$ cat config.mk
export PLATFORM = sky130hd
export DESIGN_NAME = ishp_bin_calc
export DESIGN_NICKNAME = d
export VERILOG_FILES = /design/src/ishp_pkg.sv /design/src/ishp_bin_calc.sv
export SDC_FILE = /design/constraint.sdc
export NUM_CORES = 1
export LEC_CHECK = 0
export ABC_CLOCK_PERIOD_IN_PS = 14200
export CAP_MARGIN = 20
export CORE_UTILIZATION = 49
export DETAILED_ROUTE_END_ITERATION = 8
export DONT_BUFFER_PORTS = 1
export PLACE_DENSITY_LB_ADDON = 0.25
export SETUP_SLACK_MARGIN = 0.3
export SLEW_MARGIN = 5
export SYNTH_ARGS = -nofsm -noshare
export SYNTH_HDL_FRONTEND = slang
export SYNTH_SLANG_ARGS = --single-unit
$ cat constraint.sdc
create_clock -name vclk -period 14.2
set_clock_uncertainty 0.2 [all_clocks]
set_input_delay 2.13 -clock vclk [all_inputs]
set_output_delay 2.13 -clock vclk [all_outputs]
set_load 0.02 [all_outputs]
$ cat src/ishp_pkg.sv
package ishp_pkg;

    localparam int HIST_BINS_DEF  = 1024;
    localparam int COUNT_BITS_DEF = 32;

    localparam int BIN_W   = 10;
    localparam int BIN_MAX = 1023;
    localparam int SIZE_W  = 14;

    localparam int OUT_DEPTH = 4;
    localparam int OUT_PTR_W = $clog2(OUT_DEPTH);
    localparam int OUT_CNT_W = $clog2(OUT_DEPTH + 1);

    typedef logic [BIN_W-1:0]     bin_t;
    typedef logic [SIZE_W-1:0]    size_val_t;
    typedef logic [OUT_CNT_W-1:0] out_cnt_t;

    localparam bin_t LIMIT_RESET = bin_t'(512);

    localparam logic OP_RECORD = 1'b0;
    localparam logic OP_QUERY  = 1'b1;

    localparam logic KIND_RECORD = 1'b0;
    localparam logic KIND_PEAK   = 1'b1;

    typedef struct packed {
        logic overlapped;
        logic offset_positive;
        bin_t overlap_length;
        bin_t first_read_length;
        bin_t second_read_length;
        bin_t first_front_trim;
        bin_t second_front_trim;
    } rec_t;

    typedef struct packed {
        logic answer_kind;
        bin_t bin_index;
    } result_t;

endpackage

$ cat src/ishp_bin_calc.sv
module ishp_bin_calc (
    input  ishp_pkg::rec_t rec,
    input  ishp_pkg::bin_t eff_lim,
    output ishp_pkg::bin_t bin
);

    ishp_pkg::size_val_t pos_sum;
    ishp_pkg::size_val_t ovl_sum;
    ishp_pkg::size_val_t lim_ext;
    logic signed [ishp_pkg::SIZE_W-1:0] size;

    always_comb begin
        pos_sum = ishp_pkg::size_val_t'(rec.first_read_length)
                + ishp_pkg::size_val_t'(rec.second_read_length)
                + ishp_pkg::size_val_t'(rec.first_front_trim)
                + ishp_pkg::size_val_t'(rec.second_front_trim);
        ovl_sum = ishp_pkg::size_val_t'(rec.overlap_length)
                + ishp_pkg::size_val_t'(rec.first_front_trim)
                + ishp_pkg::size_val_t'(rec.second_front_trim);
        lim_ext = ishp_pkg::size_val_t'(eff_lim);

        if (rec.overlapped && rec.offset_positive) begin
            size = $signed(pos_sum - ishp_pkg::size_val_t'(rec.overlap_length));
        end else if (rec.overlapped) begin
            size = $signed(ovl_sum);
        end else begin
            size = $signed(lim_ext);
        end

        if (size < 0) begin
            bin = '0;
        end else if (size > $signed(lim_ext)) begin
            bin = eff_lim;
        end else begin
            bin = size[ishp_pkg::BIN_W-1:0];
        end
    end

endmodule

==> qor.yml <==
status: "finished clean"
peakVddDrop_v: 0.00007185
regArea_um2: 0
path_max_fanout: 10
endpoint_kind: "output pin"
seq_cells: 0
grt_overflow: 0
dieHeight_um: 75.77
route.detailed.drc: 0
power_density_mw_per_mm2: 112.0
post_cts_buffers: 0
synth.yosys.seq_area_share_pct: 0
cp-startpoint: "rec[1]"
finalSetupViolCount: 0
critPathKind: "in2out"
yosys_warnings: 0
cp.arrival_ns: 7.86
pwr-share-clk_pct: 0
swShare_pct: 59.38
drive_gt1_share_pct: 1.818
first_global_vias: 1985
rsz0062_at_grt: "no"
p_comb_share_pct: 100.0
grt_pass1_wl_um: 8252
synthCells: 337
rows: 26
cts-resized-gates: 0
top_usage_layer: "met2"
holdBufCountCts: 0
layoutNonFillerInstCount: 400
fin_setup_tns_ns: 0
place_congestion: 0.8836
placement.io_buffers: 0
fin_crit_sh_pct: 71.76
drt_iter0_drc: 88
core-area_mm2: 0.005172
track_usage_pct: 18.07
min_path_type: "in2out"
power_leakage_nw: 1.454
antenna_found_initial: 0
initial_core_util_pct: 51.55
synth_most_common_cell: "inv_1"
viasPerCell: 5.400
power_switching_mw: 0.1809
vias: 2160
detail_route.first_pass.iterations: 4
nClkBuffers: 0
crit_required_ns: 11.87
yosys.area.top_type: "fa_1"
syn_nets: 473
area_growth_pct: 2.018
avgSynthCellArea_um2: 7.912
io_pins: 72
met1_usage_pct: 23.46
grt_use_met2_pct: 34.61
grt_util_met3_pct: 0.1323
finalWirelength_um: 5239
drv_slew: 0
diodes: 0
grt_start_max_net_pins: 26
synth_cell_types: 46
yosys-top-cells-count: "85 x inv_1, 40 x fa_1, 34 x ha_1, 24 x nand2_1, 18 x o21ai_0"
pwr-share-seq_pct: 0
worst_slew_pin_slew_ns: 1.054
cap_violations: 0
fmax_mhz: 98.14
die-area_mm2: 0.005740
hpwlAfterDp_um: 4638
worstSetupStartpointType: "input port"
hold_viol_final: 0
maxSlewHeadroom_pct: 29.59
synth_top_area_share_pct: 30.03
final_antenna_net_count: 0
power.internal_mw: 0.1237
die_w_um: 75.77
fin_nets: 468
placed_cells: 400
wl_per_cell_um: 13.10
netlist_area_mm2: 0.002666
ys_top_cells_by_area: "fa_1 30%, ha_1 16%, inv_1 12%, mux2i_1 5.6%, o21ai_0 3.4%"
min_from: "eff_lim[3]"
fin_crit_ns: 10.19
==> path summary, 6_finish.rpt <==
check | endpoint | depth (start not counted)
setup / recovery | bin[1] | 19
hold / removal | bin[3] | 2
==> metal layers <==
metal | wire length, µm | vias to the layer above | share of wire [%]
met1 | 2405 | 997 | 46
met2 | 2645 | 53 | 50
li1 | - | 1106 | -
met4 | 51 | 0 | 0.97
met3 | 137 | 4 | 2.6
met5 | 0 | - | 0
==> critical path: stages <==
cell,delay (ns)
fa_1,0.56
inv_1,0.07
fa_1,0.50
inv_1,0.05
fa_1,0.49
inv_1,0.04
ha_1,0.23
fa_1,0.43
a211oi_1,0.33
o21bai_1,0.16
a2111o_1,0.44
a21oi_1,0.13
nor3b_1,0.07
or3_1,0.35
ha_1,0.30
nor2_1,0.12
a221oi_1,0.07
a211oi_2,0.83
mux2i_1,0.55
==> power by group through the flow <==
stage                     combinational [mW]  sequential [mW]  clock, mW
after global placement                 0.300                0          0
after global routing                   0.347                0          0
after floorplan                        0.252                0          0
after detailed placement               0.304                0          0
final                                  0.305                0          0
after CTS                              0.306                0          0
==> cell usage in the layout (no fill, tap or decap), types with 4 or more instances in the layout <==
cell      Yosys  final
ha_1         34     34
a21oi_1      15     15
o21bai_1      4      4
a21o_1        5      5
inv_1        85     85
a211oi_1     10     10
nor2_1       17     17
mux2i_1      15     15
nand2_1      24     24
fa_1         40     40
nor3_1        6      6
nand3_1       6      6
o21ai_0      18     18
xor2_1        6      6
==> stage by stage <==
step	utilization (%)	power (mW)	cell area, µm²	hold WS [ns]	setup WS (ns)
after floorplan	-	0.2523	2666	4.245	4.837
after global placement	52.59	0.2998	2720	4.251	4.132
after detailed placement	52.59	0.3035	2720	4.250	3.991
after CTS	52.59	0.3056	2720	4.250	3.969
after global routing	52.59	0.3467	2720	4.259	3.628
final	52.59	0.3046	2720	4.249	4.010
==> kinds of logic (layout without fill, tap and decap cells) <==
logic type / Yosys count / after routing / synth area share, %
XOR/XNOR: 8 / 8 / 2.628
AO/OA/AOI/OAI: 80 / 80 / 20.74
AND/OR/NAND/NOR: 68 / 68 / 11.78
multiplexers: 15 / 15 / 5.631
buffers and inverters: 92 / 85 / 13.23
adder cells (fa/ha/maj): 74 / 74 / 45.99
==> layout make-up <==
type	count	area, µm²
tap	70	87.58
fill	509	2452
multi-input combinational	245	2313
inverter	85	319.1
No activity file was read; power rests on OpenSTA's default activity.
