[config.mk]
export PLATFORM = sky130hd
export DESIGN_NAME = ishp_out_fifo
export DESIGN_NICKNAME = d
export VERILOG_FILES = /design/src/ishp_pkg.sv /design/src/ishp_out_fifo.sv
export SDC_FILE = /design/constraint.sdc
export NUM_CORES = 1
export LEC_CHECK = 0
export ABC_AREA = 1
export CAP_MARGIN = 10
export CORE_MARGIN = 5
export CORE_UTILIZATION = 30
export CTS_CLUSTER_SIZE = 28
export DETAILED_ROUTE_END_ITERATION = 12
export DONT_BUFFER_PORTS = 1
export MAX_ROUTING_LAYER = met4
export SYNTH_ARGS = -nofsm -noshare
export SYNTH_HDL_FRONTEND = slang
export SYNTH_SLANG_ARGS = --single-unit
[constraint.sdc]
create_clock -name aclk -period 2 [get_ports aclk]
set_input_delay 0.4 -clock aclk [delete_from_list [all_inputs] [get_ports aclk]]
set_output_delay 0.4 -clock aclk [all_outputs]
set_load 0.05 [all_outputs]
[src/ishp_pkg.sv]
package ishp_pkg;

    localparam int HIST_BINS_DEF  = 1024;
    localparam int COUNT_BITS_DEF = 32;

    localparam int BIN_W   = 10;
    localparam int BIN_MAX = 1023;
    localparam int SIZE_W  = 14;

    localparam int OUT_DEPTH = 4;
    localparam int OUT_PTR_W = $clog2(OUT_DEPTH);
    localparam int OUT_CNT_W = $clog2(OUT_DEPTH + 1);

    typedef logic [BIN_W-1:0]     bin_t;
    typedef logic [SIZE_W-1:0]    size_val_t;
    typedef logic [OUT_CNT_W-1:0] out_cnt_t;

    localparam bin_t LIMIT_RESET = bin_t'(512);

    localparam logic OP_RECORD = 1'b0;
    localparam logic OP_QUERY  = 1'b1;

    localparam logic KIND_RECORD = 1'b0;
    localparam logic KIND_PEAK   = 1'b1;

    typedef struct packed {
        logic overlapped;
        logic offset_positive;
        bin_t overlap_length;
        bin_t first_read_length;
        bin_t second_read_length;
        bin_t first_front_trim;
        bin_t second_front_trim;
    } rec_t;

    typedef struct packed {
        logic answer_kind;
        bin_t bin_index;
    } result_t;

endpackage

[src/ishp_out_fifo.sv]
module ishp_out_fifo (
    input  logic                aclk,
    input  logic                aresetn,
    input  logic                push,
    input  ishp_pkg::result_t   push_data,
    input  logic                pop,
    output logic                out_valid,
    output ishp_pkg::result_t   out_data,
    output ishp_pkg::out_cnt_t  count
);

    ishp_pkg::result_t                 mem [ishp_pkg::OUT_DEPTH];
    logic [ishp_pkg::OUT_PTR_W-1:0]    wr_ptr_reg, wr_ptr_next;
    logic [ishp_pkg::OUT_PTR_W-1:0]    rd_ptr_reg, rd_ptr_next;
    ishp_pkg::out_cnt_t                cnt_reg, cnt_next;
    logic                              do_pop;

    always_comb begin
        do_pop      = pop && (cnt_reg != '0);
        wr_ptr_next = push ? wr_ptr_reg + 1'b1 : wr_ptr_reg;
        rd_ptr_next = do_pop ? rd_ptr_reg + 1'b1 : rd_ptr_reg;
        cnt_next    = cnt_reg;
        if (push && !do_pop) begin
            cnt_next = cnt_reg + 1'b1;
        end else if (!push && do_pop) begin
            cnt_next = cnt_reg - 1'b1;
        end
    end

    always_ff @(posedge aclk) begin
        if (!aresetn) begin
            wr_ptr_reg <= '0;
            rd_ptr_reg <= '0;
            cnt_reg    <= '0;
        end else begin
            wr_ptr_reg <= wr_ptr_next;
            rd_ptr_reg <= rd_ptr_next;
            cnt_reg    <= cnt_next;
        end
    end

    always_ff @(posedge aclk) begin
        if (push) begin
            mem[wr_ptr_reg] <= push_data;
        end
    end

    assign out_valid = (cnt_reg != '0);
    assign out_data  = mem[rd_ptr_reg];
    assign count     = cnt_reg;

endmodule

==> flow_summary.json <==
{
  "grt_pass1_vias": 1235,
  "initial_utilization": 0.304,
  "finalClockSkew_ps": 10.3,
  "min_path_type": "in2reg",
  "worst_slew_pin_slew_ps": 523,
  "cp_data_arrival_time_ps": 1450,
  "drc": 0,
  "crit_chain": "buf_4 -> o21ai_1 -> o22ai_1 -> buf_4",
  "max_freq_ghz": 0.539,
  "final.period_utilization": 0.927,
  "synth-seq-area-share": 0.692,
  "synth_nets": 190,
  "netlist.area_leader.share": 0.609,
  "timing.max_slew.rel_slack": 0.651,
  "seqCellArea_sq_um": 1510,
  "layout.cells.most_common": "sky130_fd_sc_hd__edfxtp_1",
  "cts_made_buffers": 5,
  "max-clock-path-buffers": 2,
  "timing_hold_violations_final": 0,
  "cts_hold_buffers": 0,
  "most_frequent_cells_in_the_layout": "sky130_fd_sc_hd__edfxtp_1 (44), sky130_fd_sc_hd__nor2_1 (26), sky130_fd_sc_hd__nand2_1 (13), sky130_fd_sc_hd__buf_4 (13), sky130_fd_sc_hd__inv_1 (12)",
  "synth_cell_type_count": 20,
  "number_of_vias_per_cell": 4.43,
  "core_area_sq_um": 7140,
  "port_buffers": 0,
  "ctsHtreeMaxLevel": 2,
  "critical_path.n_buffers_inverters": 2,
  "finalNetCount": 208,
  "syn_avg_cell_area_sq_um": 12.8,
  "crit_path_start_kind": "flip-flop",
  "cts_root_buf": "sky130_fd_sc_hd__clkbuf_8",
  "drive_above_1_share": 0.261,
  "ir_drop_mv": 0.380,
  "postPlaceCellArea_sq_um": 2420,
  "grt_overflow_total": 0,
  "drt_wl_total_mm": 3.88,
  "worst_r2r_path_depth": 12,
  "cellLeakagePower_uw": 0.000932,
  "max_cap_viol_count": 0,
  "worst_path_largest_cell_delay_ps": 400,
  "worst_path_dominant_cell_family": "buffers and inverters",
  "die_width_microns": 95.0,
  "ys_seq_elements": 53,
  "end_kind": "primary output",
  "pre_cts_slack_ps": 291,
  "worst_setup_hold_path_clk_slew_ps": 90,
  "cts_tree": "built",
  "run_status": "finished, final reports clean",
  "yosysWarningCount": 0,
  "clock_network_latency_to_the_later_pin_of_the_worst_skew_pair_ps": 300,
  "hold_depth": 0,
  "detail_route.first_pass.iterations": 4,
  "layout_overhead_on_the_synthesized_area_pct": 17.0,
  "finalInstanceArea_sq_um": 2540,
  "avgRoutedWirePerCell_microns": 13.5,
  "die_area_sq_um": 9030,
  "utilization_after_layout": 0.356,
  "final.setup.tns_ps": 0,
  "cts.sinks": 53,
  "crit_path_frequent_cell": "sky130_fd_sc_hd__buf_4",
  "crit_cells": 4,
  "grt_pass1_wl_mm": 5.98,
  "synthCells": 169,
  "globalplace.congestion": 0.697,
  "synthDominantAreaCellType": "sky130_fd_sc_hd__edfxtp_1",
  "largest_register_ffs": 44,
  "worst_path_max_delay_cell": "sky130_fd_sc_hd__dfxtp_1",
  "grt_antenna_before_repair": 0,
  "nFillCells": 721,
  "slew_viol_final": 0,
  "pwr_density_cell_nw_per_um2": 1360,
  "global_route.usage.total": 0.0923,
  "dr.first_iter.drc_count": 81,
  "pin_count": 30,
  "num_vias": 1272,
  "post_synth_instance_area_sq_um": 2170,
  "ys_top_cells_by_area": "sky130_fd_sc_hd__edfxtp_1 (61%), sky130_fd_sc_hd__dfxtp_1 (8.3%), sky130_fd_sc_hd__nor2_1 (4.5%), sky130_fd_sc_hd__o21ai_2 (3.6%), sky130_fd_sc_hd__ha_1 (2.9%)",
  "ant_nets": 0,
  "grt_max_degree": 23,
  "rsz0062_at_grt": "no",
  "multi_input_gate_area_sq_um": 556,
  "die_height_microns": 95.0,
  "final_antenna_diode_count": 0,
  "registers.top_by_ff_count": "mem",
  "critical_path_maximum_fanout": 10,
  "cp_data_required_time_ps": 1600,
  "setup_viol": 0,
  "finalCriticalPeriod_ps": 1850,
  "row_count": 31,
  "detailedPlacementHpwl_mm": 2.69,
  "post-route-worst-setup-slack_ps": 146,
  "kind_of_critical_path": "reg2out"
}
routing by layer:
layer  vias to the layer above  GRT usage  wire length, microns
met1                       619     0.0938                  1560
li1                        625          -                     -
met4                         0     0.0433                    51
met2                        23      0.160                  2060
met3                         5     0.0308                   209
met5                         -          -                     0
cell type report:
class | count | area share
inverter | 16 | 0.0256
clock buffer | 5 | 0.0271
timing repair buffer | 17 | 0.0700
multi-input combinational | 94 | 0.219
clock inverter | 3 | 0.0163
tap | 99 | 0.0488
sequential | 53 | 0.593
worst register-to-register path, delay by kind of cell, from the launching register on:
family | cells | cell delay, ps
flops | 1 | 330
fa+ha+maj | 2 | 560
buf+inv | 2 | 150
simple gates | 8 | 530
report_power, final:
group | switching (uW) | internal [uW]
Sequential | 57.8 | 1290
Clock | 328 | 368
Combinational | 934 | 465
Total | 1320 | 2130
cell families (layout without fill, tap and decap cells):
| family | Yosys count | after routing | share of synthesized area |
|---|---|---|---|
| AOI/OAI and AO/OA | 41 | 41 | 0.128 |
| xor gates and xnor gates | 1 | 1 | 0.00404 |
| adders and majority gates | 6 | 6 | 0.0381 |
| buffers and inverters | 22 | 41 | 0.0519 |
| DFF | 53 | 53 | 0.692 |
| and+or+nand+nor | 46 | 46 | 0.0859 |
path summary, 6_finish.rpt:
path                                    from                     to  slack (ps)
setup / recovery                   flip-flop            out_data[7]         150
hold / removal                  push_data[1]    mem[1][1]$_DFFE_PP_         190
setup reg to reg       count[1]$_SDFFE_PN0P_  count[2]$_SDFFE_PN0P_         320
hold reg to reg   rd_ptr_reg[1]$_SDFFE_PN0P_              flip-flop         500
metrics by stage:
stage	hold WS (ps)	total power [uW]	std cells
after global placement	497	2770	279
after CTS	179	3470	287
after floorplan	464	2380	169
final	186	3450	287
after global routing	166	3610	287
after detailed placement	493	2790	279
Yosys cell counts, drive strengths merged:
| library cell | instances |
|---|---|
| nand2 | 15 |
| buf | 6 |
| dfxtp | 9 |
| edfxtp | 44 |
| xor2 | 1 |
| nand3 | 3 |
| fa | 1 |
| o22ai | 11 |
| a21oi | 5 |
| inv | 16 |
| ha | 5 |
| o21ai | 25 |
| nor2 | 28 |
timing repair:
action / in CTS / in global routing
endpoints found under the setup margin: 3 / 5
resized for setup: 1 / 3
buffers inserted: 0 / 0
gates cloned: 0 / 0
Power figures use the tool's default switching activity.
